===== src/sv/nvcvb_pkg.sv =====
// shared constants and types for the nvme command validate and build unit
`default_nettype none
package nvcvb_pkg;

	typedef logic [2:0] status_t;
	typedef logic [1:0] opcode_t;
	typedef logic [2:0] cfg_index_t;

	// result status codes, first failing check wins
	localparam status_t ST_OK          = 3'd0;
	localparam status_t ST_MISSING     = 3'd1;
	localparam status_t ST_MISALIGNED  = 3'd2;
	localparam status_t ST_BAD_COUNT   = 3'd3;
	localparam status_t ST_BEYOND_NS   = 3'd4;
	localparam status_t ST_UNCONFIRMED = 3'd5;
	localparam status_t ST_PROTECTED   = 3'd6;

	// nvme opcodes
	localparam opcode_t OPC_NONE  = 2'd0;
	localparam opcode_t OPC_WRITE = 2'd1;
	localparam opcode_t OPC_READ  = 2'd2;

	// register indexes
	localparam cfg_index_t CFG_LBA_SIZE    = 3'd0;
	localparam cfg_index_t CFG_NS_SIZE     = 3'd1;
	localparam cfg_index_t CFG_TIMEOUT     = 3'd2;
	localparam cfg_index_t CFG_WRITE_CONF  = 3'd3;
	localparam cfg_index_t CFG_NS_PRESENT  = 3'd4;

	localparam int unsigned MIN_LBA_LOG2    = 9;
	localparam int unsigned MAX_BLOCKS      = 65536;
	localparam int unsigned PROTECTED_BYTES = 1024 * 1024;
	localparam logic [16:0] LBA_RESET       = 17'd512;

endpackage
`default_nettype wire


===== src/sv/nvme_io_command_validate_build_unit.sv =====
// top level: four stage pipeline that checks nvme read/write requests and builds commands
//
// usage:
//   requests enter on the input channel (in_valid / in_stall), one word per
//   request; finished commands leave on the output channel (out_valid /
//   out_stall) in request order, one word per request.
//   namespace settings are written through the cfg channel (cfg_valid /
//   cfg_ready, cfg_index, cfg_data) while the pipe is empty; cfg_ready is
//   always high and writes to unknown indexes are dropped.
// stages: the word passes four register stages, the last one being the output register.
// throughput: one request per cycle unless the output stalls; the lba size is a
//   power of two, so all block math is a barrel shift by log2(lba size).
// reset: the pipe empties and settings return to lba size 512, all else zero.
// stall: a stalled output word holds; each stage keeps its word while the stage
//   after it is full and held, so in_stall rises only once the pipe backs up.
`default_nettype none
module nvme_io_command_validate_build_unit (
	input  wire logic                   clk,
	input  wire logic                   arst_n,
	// configuration
	input  wire logic                   cfg_valid,
	output logic                        cfg_ready,
	input  wire nvcvb_pkg::cfg_index_t  cfg_index,
	input  wire logic [63:0]            cfg_data,
	// requests
	input  wire logic                   in_valid,
	output logic                        in_stall,
	input  wire logic                   command,
	input  wire logic [31:0]            namespace_id,
	input  wire logic [31:0]            transfer_bytes,
	input  wire logic [63:0]            start_lba,
	// commands
	output logic                        out_valid,
	input  wire logic                   out_stall,
	output nvcvb_pkg::status_t          plan_status,
	output nvcvb_pkg::opcode_t          command_opcode,
	output logic [31:0]                 namespace_out,
	output logic [31:0]                 data_length,
	output logic [31:0]                 dword10_lba_low,
	output logic [31:0]                 dword11_lba_high,
	output logic [15:0]                 dword12_count_minus_one,
	output logic [31:0]                 timeout_out,
	output logic [63:0]                 start_byte_offset,
	output logic [16:0]                 total_blocks
);
	import nvcvb_pkg::*;

	// settings
	logic [16:0] lba_size_q;
	logic [63:0] ns_size_q;
	logic [31:0] timeout_q;
	logic        write_conf_q;
	logic        ns_present_q;

	assign cfg_ready = 1'b1;

	always_ff @(posedge clk or negedge arst_n) begin
		if (!arst_n) begin
			lba_size_q   <= LBA_RESET;
			ns_size_q    <= '0;
			timeout_q    <= '0;
			write_conf_q <= 1'b0;
			ns_present_q <= 1'b0;
		end else if (cfg_valid && cfg_ready) begin
			case (cfg_index)
				CFG_LBA_SIZE:   lba_size_q   <= cfg_data[16:0];
				CFG_NS_SIZE:    ns_size_q    <= cfg_data;
				CFG_TIMEOUT:    timeout_q    <= cfg_data[31:0];
				CFG_WRITE_CONF: write_conf_q <= cfg_data[0];
				CFG_NS_PRESENT: ns_present_q <= cfg_data[0];
				default: ;
			endcase
		end
	end

	// lba size decode: log2 minus 9, and shift amount
	logic       lba_ok;
	logic [2:0] lba_sh;
	logic [4:0] lba_amt;

	always_comb begin
		lba_sh = '0;
		for (int i = 0; i < 8; i++) begin
			if (lba_size_q[MIN_LBA_LOG2 + i]) lba_sh = 3'(i);
		end
		lba_ok  = (lba_size_q[8:0] == '0) && (lba_size_q != '0)
			&& ((lba_size_q & (lba_size_q - 17'd1)) == '0);
		lba_amt = {2'b00, lba_sh} + 5'(MIN_LBA_LOG2);
	end

	// handshake chain
	logic v_s1, v_s2, v_s3, v_s4;
	logic en_s1, en_s2, en_s3, en_s4;

	assign en_s4    = !v_s4 || !out_stall;
	assign en_s3    = !v_s3 || en_s4;
	assign en_s2    = !v_s2 || en_s3;
	assign en_s1    = !v_s1 || en_s2;
	assign in_stall = !en_s1;
	assign out_valid = v_s4;

	always_ff @(posedge clk or negedge arst_n) begin
		if (!arst_n) begin
			v_s1 <= 1'b0;
			v_s2 <= 1'b0;
			v_s3 <= 1'b0;
			v_s4 <= 1'b0;
		end else begin
			if (en_s1) v_s1 <= in_valid;
			if (en_s2) v_s2 <= v_s1;
			if (en_s3) v_s3 <= v_s2;
			if (en_s4) v_s4 <= v_s3;
		end
	end

	// stage 1: missing fields, alignment, block count
	status_t     st_s1;
	logic        cmd_s1;
	logic [31:0] nsid_s1;
	logic [31:0] bytes_s1;
	logic [63:0] slba_s1;
	logic [22:0] blocks_s1;

	logic        missing_c;
	logic [31:0] byte_mask_c;
	logic [31:0] blocks_wide_c;

	always_comb begin
		missing_c     = !ns_present_q || (namespace_id == '0) || (transfer_bytes == '0)
			|| (timeout_q == '0);
		byte_mask_c   = (32'd1 << lba_amt) - 32'd1;
		blocks_wide_c = transfer_bytes >> lba_amt;
	end

	always_ff @(posedge clk) begin
		if (en_s1) begin
			if (missing_c) st_s1 <= ST_MISSING;
			else if (!lba_ok || ((transfer_bytes & byte_mask_c) != '0)) st_s1 <= ST_MISALIGNED;
			else st_s1 <= ST_OK;
			cmd_s1    <= command;
			nsid_s1   <= namespace_id;
			bytes_s1  <= transfer_bytes;
			slba_s1   <= start_lba;
			blocks_s1 <= blocks_wide_c[22:0];
		end
	end

	// stage 2: count limits, namespace fit, namespace blocks, byte offset
	status_t     st_s2;
	logic        cmd_s2;
	logic [31:0] nsid_s2;
	logic [31:0] bytes_s2;
	logic [63:0] slba_s2;
	logic [16:0] blocks_s2;
	logic [54:0] ns_blocks_s2;
	logic [63:0] offset_s2;

	logic        bad_count_c;
	logic        ns_bad_c;
	logic [64:0] end_sum_c;
	logic [63:0] ns_mask_c;
	logic [63:0] ns_blocks_wide_c;

	always_comb begin
		end_sum_c        = {1'b0, slba_s1} + 65'(blocks_s1);
		bad_count_c      = (blocks_s1 == '0) || (blocks_s1 > 23'(MAX_BLOCKS)) || end_sum_c[64];
		ns_mask_c        = (64'd1 << lba_amt) - 64'd1;
		ns_bad_c         = (ns_size_q < 64'(lba_size_q)) || ((ns_size_q & ns_mask_c) != '0);
		ns_blocks_wide_c = ns_size_q >> lba_amt;
	end

	always_ff @(posedge clk) begin
		if (en_s2) begin
			if (st_s1 != ST_OK) st_s2 <= st_s1;
			else if (bad_count_c) st_s2 <= ST_BAD_COUNT;
			else if (ns_bad_c) st_s2 <= ST_BEYOND_NS;
			else st_s2 <= ST_OK;
			cmd_s2       <= cmd_s1;
			nsid_s2      <= nsid_s1;
			bytes_s2     <= bytes_s1;
			slba_s2      <= slba_s1;
			blocks_s2    <= blocks_s1[16:0];
			ns_blocks_s2 <= ns_blocks_wide_c[54:0];
			offset_s2    <= slba_s1 << lba_amt;
		end
	end

	// stage 3: range inside namespace, write permission, protected prefix
	status_t     st_s3;
	logic        cmd_s3;
	logic [31:0] nsid_s3;
	logic [31:0] bytes_s3;
	logic [63:0] slba_s3;
	logic [16:0] blocks_s3;
	logic [63:0] offset_s3;

	logic        start_out_c;
	logic [54:0] room_c;
	logic        range_bad_c;

	always_comb begin
		start_out_c = slba_s2 >= 64'(ns_blocks_s2);
		room_c      = ns_blocks_s2 - slba_s2[54:0];
		range_bad_c = start_out_c || (55'(blocks_s2) > room_c);
	end

	always_ff @(posedge clk) begin
		if (en_s3) begin
			if (st_s2 != ST_OK) st_s3 <= st_s2;
			else if (range_bad_c) st_s3 <= ST_BEYOND_NS;
			else if (cmd_s2 && !write_conf_q) st_s3 <= ST_UNCONFIRMED;
			else if (cmd_s2 && (offset_s2 < 64'(PROTECTED_BYTES))) st_s3 <= ST_PROTECTED;
			else st_s3 <= ST_OK;
			cmd_s3    <= cmd_s2;
			nsid_s3   <= nsid_s2;
			bytes_s3  <= bytes_s2;
			slba_s3   <= slba_s2;
			blocks_s3 <= blocks_s2;
			offset_s3 <= offset_s2;
		end
	end

	// stage 4: output word, command fields zero on error
	logic ok_c;
	assign ok_c = (st_s3 == ST_OK);

	always_ff @(posedge clk) begin
		if (en_s4) begin
			plan_status             <= st_s3;
			command_opcode          <= !ok_c ? OPC_NONE : (cmd_s3 ? OPC_WRITE : OPC_READ);
			namespace_out           <= ok_c ? nsid_s3 : '0;
			data_length             <= ok_c ? bytes_s3 : '0;
			dword10_lba_low         <= ok_c ? slba_s3[31:0] : '0;
			dword11_lba_high        <= ok_c ? slba_s3[63:32] : '0;
			dword12_count_minus_one <= ok_c ? 16'(blocks_s3 - 17'd1) : '0;
			timeout_out             <= ok_c ? timeout_q : '0;
			start_byte_offset       <= ok_c ? offset_s3 : '0;
			total_blocks            <= ok_c ? blocks_s3 : '0;
		end
	end

	// checks
	a_ok_has_opcode: assert property (@(posedge clk) disable iff (!arst_n)
		out_valid && (plan_status == ST_OK) |-> (command_opcode != OPC_NONE)
			&& (total_blocks != '0))
		else $error("accepted command without opcode or blocks");

	a_err_zero: assert property (@(posedge clk) disable iff (!arst_n)
		out_valid && (plan_status != ST_OK) |-> (command_opcode == OPC_NONE)
			&& (total_blocks == '0) && (start_byte_offset == '0))
		else $error("error word carries command fields");

	a_empty_no_stall: assert property (@(posedge clk) disable iff (!arst_n)
		!v_s1 |-> !in_stall)
		else $error("input stalled with empty first stage");

	a_held_word: assert property (@(posedge clk) disable iff (!arst_n)
		v_s4 && out_stall |=> v_s4 && $stable(plan_status) && $stable(start_byte_offset))
		else $error("stalled output word changed");

	a_ok_in_range: assert property (@(posedge clk) disable iff (!arst_n)
		out_valid && (plan_status == ST_OK) |-> (total_blocks <= 17'(MAX_BLOCKS)))
		else $error("accepted command exceeds block limit");

endmodule
`default_nettype wire


===== config.mk =====
export PLATFORM = sky130hd
export DESIGN_NAME = nvme_io_command_validate_build_unit
export DESIGN_NICKNAME = d
export VERILOG_FILES = /design/src/sv/nvcvb_pkg.sv /design/src/sv/nvme_io_command_validate_build_unit.sv
export SDC_FILE = /design/constraint.sdc
export NUM_CORES = 2
export LEC_CHECK = 0
export BUFFER_PORTS_ARGS = -buffer_cell sky130_fd_sc_hd__buf_4
export CAP_MARGIN = 20
export CORE_AREA = 2 2 220 438
export CTS_CLUSTER_DIAMETER = 30
export CTS_CLUSTER_SIZE = 10
export DETAILED_ROUTE_END_ITERATION = 16
export DIE_AREA = 0 0 222 440
export PLACE_DENSITY = 0.71
export SLEW_MARGIN = 20
export SYNTH_ARGS = -nofsm -noshare
export SYNTH_HDL_FRONTEND = slang
export SYNTH_SLANG_ARGS = --single-unit
export TNS_END_PERCENT = 20

===== constraint.sdc =====
create_clock -name clk -period 6.6 [get_ports clk]
set_input_delay 1.32 -clock clk [delete_from_list [all_inputs] [get_ports clk]]
set_output_delay 1.32 -clock clk [all_outputs]
set_load 0.01 [all_outputs]

==> flow_metrics.tcl <==
set metrics [dict create \
    drc 0 \
    worst_slew_pin_slew_ns 1.273 \
    synth_area_um2 46790 \
    grt_pass1_vias 30510 \
    fin_area_um2 55980 \
    crit_start "ns_blocks_s2[0]$_DFFE_PP_" \
    hold_class "flip-flop to flip-flop" \
    crit_required_ns 7.09 \
    synthCells 3462 \
    cp_cell_sequence "inv_1 > ha_1 > inv_1 > fa_1 > a21o_1 > a221oi_2 > a2111o_1 > nor2b_1 > xor2_1 > ha_1 > nand4_1 > nor3_1 > o21ai_0 > a21oi_1 > nor2_1 > a211oi_1 > nand4_1 > nor4_1 > nand4_1 > or4_4 > a31o_1" \
    cts_buffers 141 \
    fin_worst_hold_slack_ns 0.4102 \
    nets 4327 \
    slew_headroom_pct 14.80 \
    port_buffers 464 \
    cts_setup_buffers 0 \
    cts.htree.levels 4 \
    critPathSlowestCell "or4_4" \
    crit_path_start_kind "flip-flop" \
    worstSkewPairLatency_ns 0.76 \
    crit_path_frequent_cell "nand4_1" \
    drt_first_pass_iters 5 \
    tns_ns 0 \
    gp_congestion 0.9772 \
    met3_usage_pct 5.267 \
    die_h_um 440 \
    drt_first_iter_violations 2346 \
    setup_viol 0 \
    r2r_end "st_s3[0]$_DFFE_PP_" \
    yosysWarnings 0 \
    finalCriticalPeriod_ns 5.222 \
    cap_violations 0 \
    synth_edf_count 897 \
    io_pins 466 \
    grt_pass1_wl_mm 195.3 \
    cts_max_path_buffers 3 \
    dpl.hpwl_mm 99.55 \
    reg2reg_depth 21 \
    hold_buffers 0 \
    syn_to_final_growth_pct 19.64 \
    post_drt_wl_per_cell_um 25.08 \
    rr_startpoint "ns_blocks_s2[0]$_DFFE_PP_" \
    grt_setup_unrepaired "no" \
    power.density_nw_per_um2 446.7 \
    overflow 0 \
    via_per_inst 5.687 \
    final_max_slew_viol_count 0 \
    grt_util_met2_pct 44.95 \
    status "complete, no violations" \
    ir_drop_v 0.0002784 \
    place_area_um2 51610 \
    drive_gt1_share_pct 21.93 \
    arrival_ns 5.71 \
    synth_fp_nets 3836 \
    busiest_layer "met2" \
    ys_ff_latch 1016 \
    path_class "flip-flop to flip-flop" \
    slowest_delay_ns 0.52 \
    crit_path_end "st_s3[0]$_DFFE_PP_" \
    crit_path_end_kind "flip-flop" \
    worst_clock_skew_ns 0.02793 \
    postCtsResizedCells 0 \
    routed_wl_mm 132.0 \
    grt_max_degree 166 \
    path_clk_slew_ns 0.05 \
    avgSynthCellArea_um2 13.52 \
    p_leak_nw 23.35 \
    seq_area_frac_synth_pct 63.93 \
    cts-root-buf "clkbuf_16" \
    r2r_setup_slack_ns 1.38 \
    clock.fmax_mhz 191.5 \
    synthFlopType "edfxtp_1" \
    cp_max_fo 4 \
    coreArea_um2 94690 \
    start_util_pct 49.42 \
    async_flop_share_pct 11.71 \
    grtUsageTotal_pct 27.16 \
    grt_antenna_before_repair 3 \
    final-hold-violation-count 0 \
    antenna_left 0 \
    period_share_pct 79.12 \
    dieArea_um2 97680 \
    cts_tree "built" \
    grtUsageMet1_pct 35.00 \
    die_w_um 222 \
    finish.utilization_pct 59.12 \
    rows 160 \
    fillCellCount 7467 \
    ys_types 96 \
    vias 29940 \
    cts.sinks 1016 \
]
[kinds of logic after synthesis]
family	share of synthesized area [%]
AOI/OAI and AO/OA	6.319
xor gates and xnor gates	0.8610
adders and majority gates	4.642
buffers and inverters	2.615
DFF	63.93
muxes	11.05
other	0.01605
and+or+nand+nor	10.56
[worst max-delay path: cells and delay by family (launching register included)]
family                   cells  cell delay (ns)
adder cells (fa/ha/maj)      3             0.89
AO/OA/AOI/OAI                7             1.65
flip-flops                   1             0.39
AND/OR/NAND/NOR              8             1.79
buffers and inverters        2             0.13
XOR/XNOR                     1             0.11
[flip-flops by register name, indices dropped and copies added (netlist names), 55 cells and up]
name               cells
ns_blocks_s2          55
ns_size_q             64
offset_s2             64
offset_s3             64
slba_s1               64
slba_s2               64
slba_s3               64
start_byte_offset     64
[worst min-delay path by stage]
stage / start / to / slack (ns) / depth (start not counted)
2_1_floorplan: bytes_s1[0]$_DFFE_PN_ / bytes_s2[0]$_DFFE_PP_ / 0.40 / 0
3_3_place_gp: nsid_s2[1]$_DFFE_PP_ / nsid_s3[1]$_DFFE_PP_ / 0.40 / 0
3_5_place_dp: bytes_s1[0]$_DFFE_PN_ / bytes_s2[0]$_DFFE_PP_ / 0.40 / 0
4_1_cts: bytes_s1[13]$_DFFE_PN_ / bytes_s2[13]$_DFFE_PP_ / 0.40 / 0
5_1_grt: bytes_s2[9]$_DFFE_PP_ / bytes_s3[9]$_DFFE_PP_ / 0.41 / 0
6_report: nsid_s1[16]$_DFFE_PN_ / nsid_s2[16]$_DFFE_PP_ / 0.41 / 0
[cells in the mapped netlist, types with 7 or more instances]
cell type  instances  area [um^2]
a21oi_1          129        645.6
nor3_1            31        155.2
ha_1             172         2152
nor2b_1           20        125.1
o2111ai_1          7        61.31
a211oi_1           7        52.55
a221oi_1           7        61.31
buf_1             31        116.4
a21o_1            43        322.8
nand2_1          319         1197
and2_1           252         1577
or3_1             12        75.07
mux2_2           141         1588
nor2_1           130        488.0
xnor2_1           31        271.5
inv_1            149        559.3
clkbuf_1          94        352.8
buf_4              7        52.55
o21ai_1            8        40.04
o211ai_1           8        60.06
nand4_1           48        300.3
nand2b_1          18        112.6
dfrtp_1          118         2953
nand3_1           32        160.2
o22ai_1            9        56.30
mux2i_1          349         3493
buf_2             14        70.07
nor4_1            65        406.6
and3_1            11        68.82
xor2_1            15        131.4
edfxtp_1         897        26940
a31oi_1           11        68.82
o21ai_0          124        620.6
o21a_1            19        142.6
[where the power goes]
group | total [mW] | switching [mW] | internal, mW
clock | 7.02 | 2.77 | 4.26
sequential | 9.83 | 0.992 | 8.84
combinational | 8.15 | 4.96 | 3.19
total | 25.0 | 8.72 | 16.3
[layer usage]
| metal | wire, um | part of all wire [%] | vias up |
|---|---|---|---|
| met2 | 63410 | 48 | 1198 |
| met4 | 5476 | 4.1 | 0 |
| met5 | 0 | 0 | - |
| met3 | 8506 | 6.4 | 230 |
| met1 | 54660 | 41 | 14720 |
| li1 | - | - | 13790 |
[cells in the final DEF, fill, tap and decap left out, drive strengths merged, types with 9 or more instances in the layout]
cell / n
a21o: 43
a21oi: 132
a31oi: 12
and2: 252
and3: 11
buf: 502
clkbuf: 182
clkinv: 34
dfrtp: 118
edfxtp: 897
ha: 172
inv: 166
mux2: 141
mux2i: 349
nand2: 320
nand2b: 18
nand3: 32
nand4: 49
nor2: 130
nor2b: 20
nor3: 33
nor4: 66
o21a: 19
o21ai: 134
o22ai: 9
or3: 13
xnor2: 31
xor2: 15
[layout make-up]
cell class                 count  area, um^2  share of cell area, %
clock inverter                57       620.6                  1.109
clock buffer                 182        3745                  6.689
tap                         1215        1520                  2.716
timing repair buffer         502        3819                  6.821
multi-input combinational   2141       15780                  28.19
antenna                        1       2.502               0.004470
inverter                     151       576.8                  1.030
sequential                  1016       29920                  53.44
[stage by stage]
step | cells | setup slack (ns) | power (mW)
after CTS | 5263 | 1.331 | 25.13
final | 5265 | 1.378 | 25.00
after detailed placement | 5024 | 1.337 | 17.98
after global placement | 5024 | 1.392 | 17.98
after floorplan | 3462 | -1.011 | 15.02
after global routing | 5265 | 0.9932 | 26.25
(Power assumes the default switching activity.)
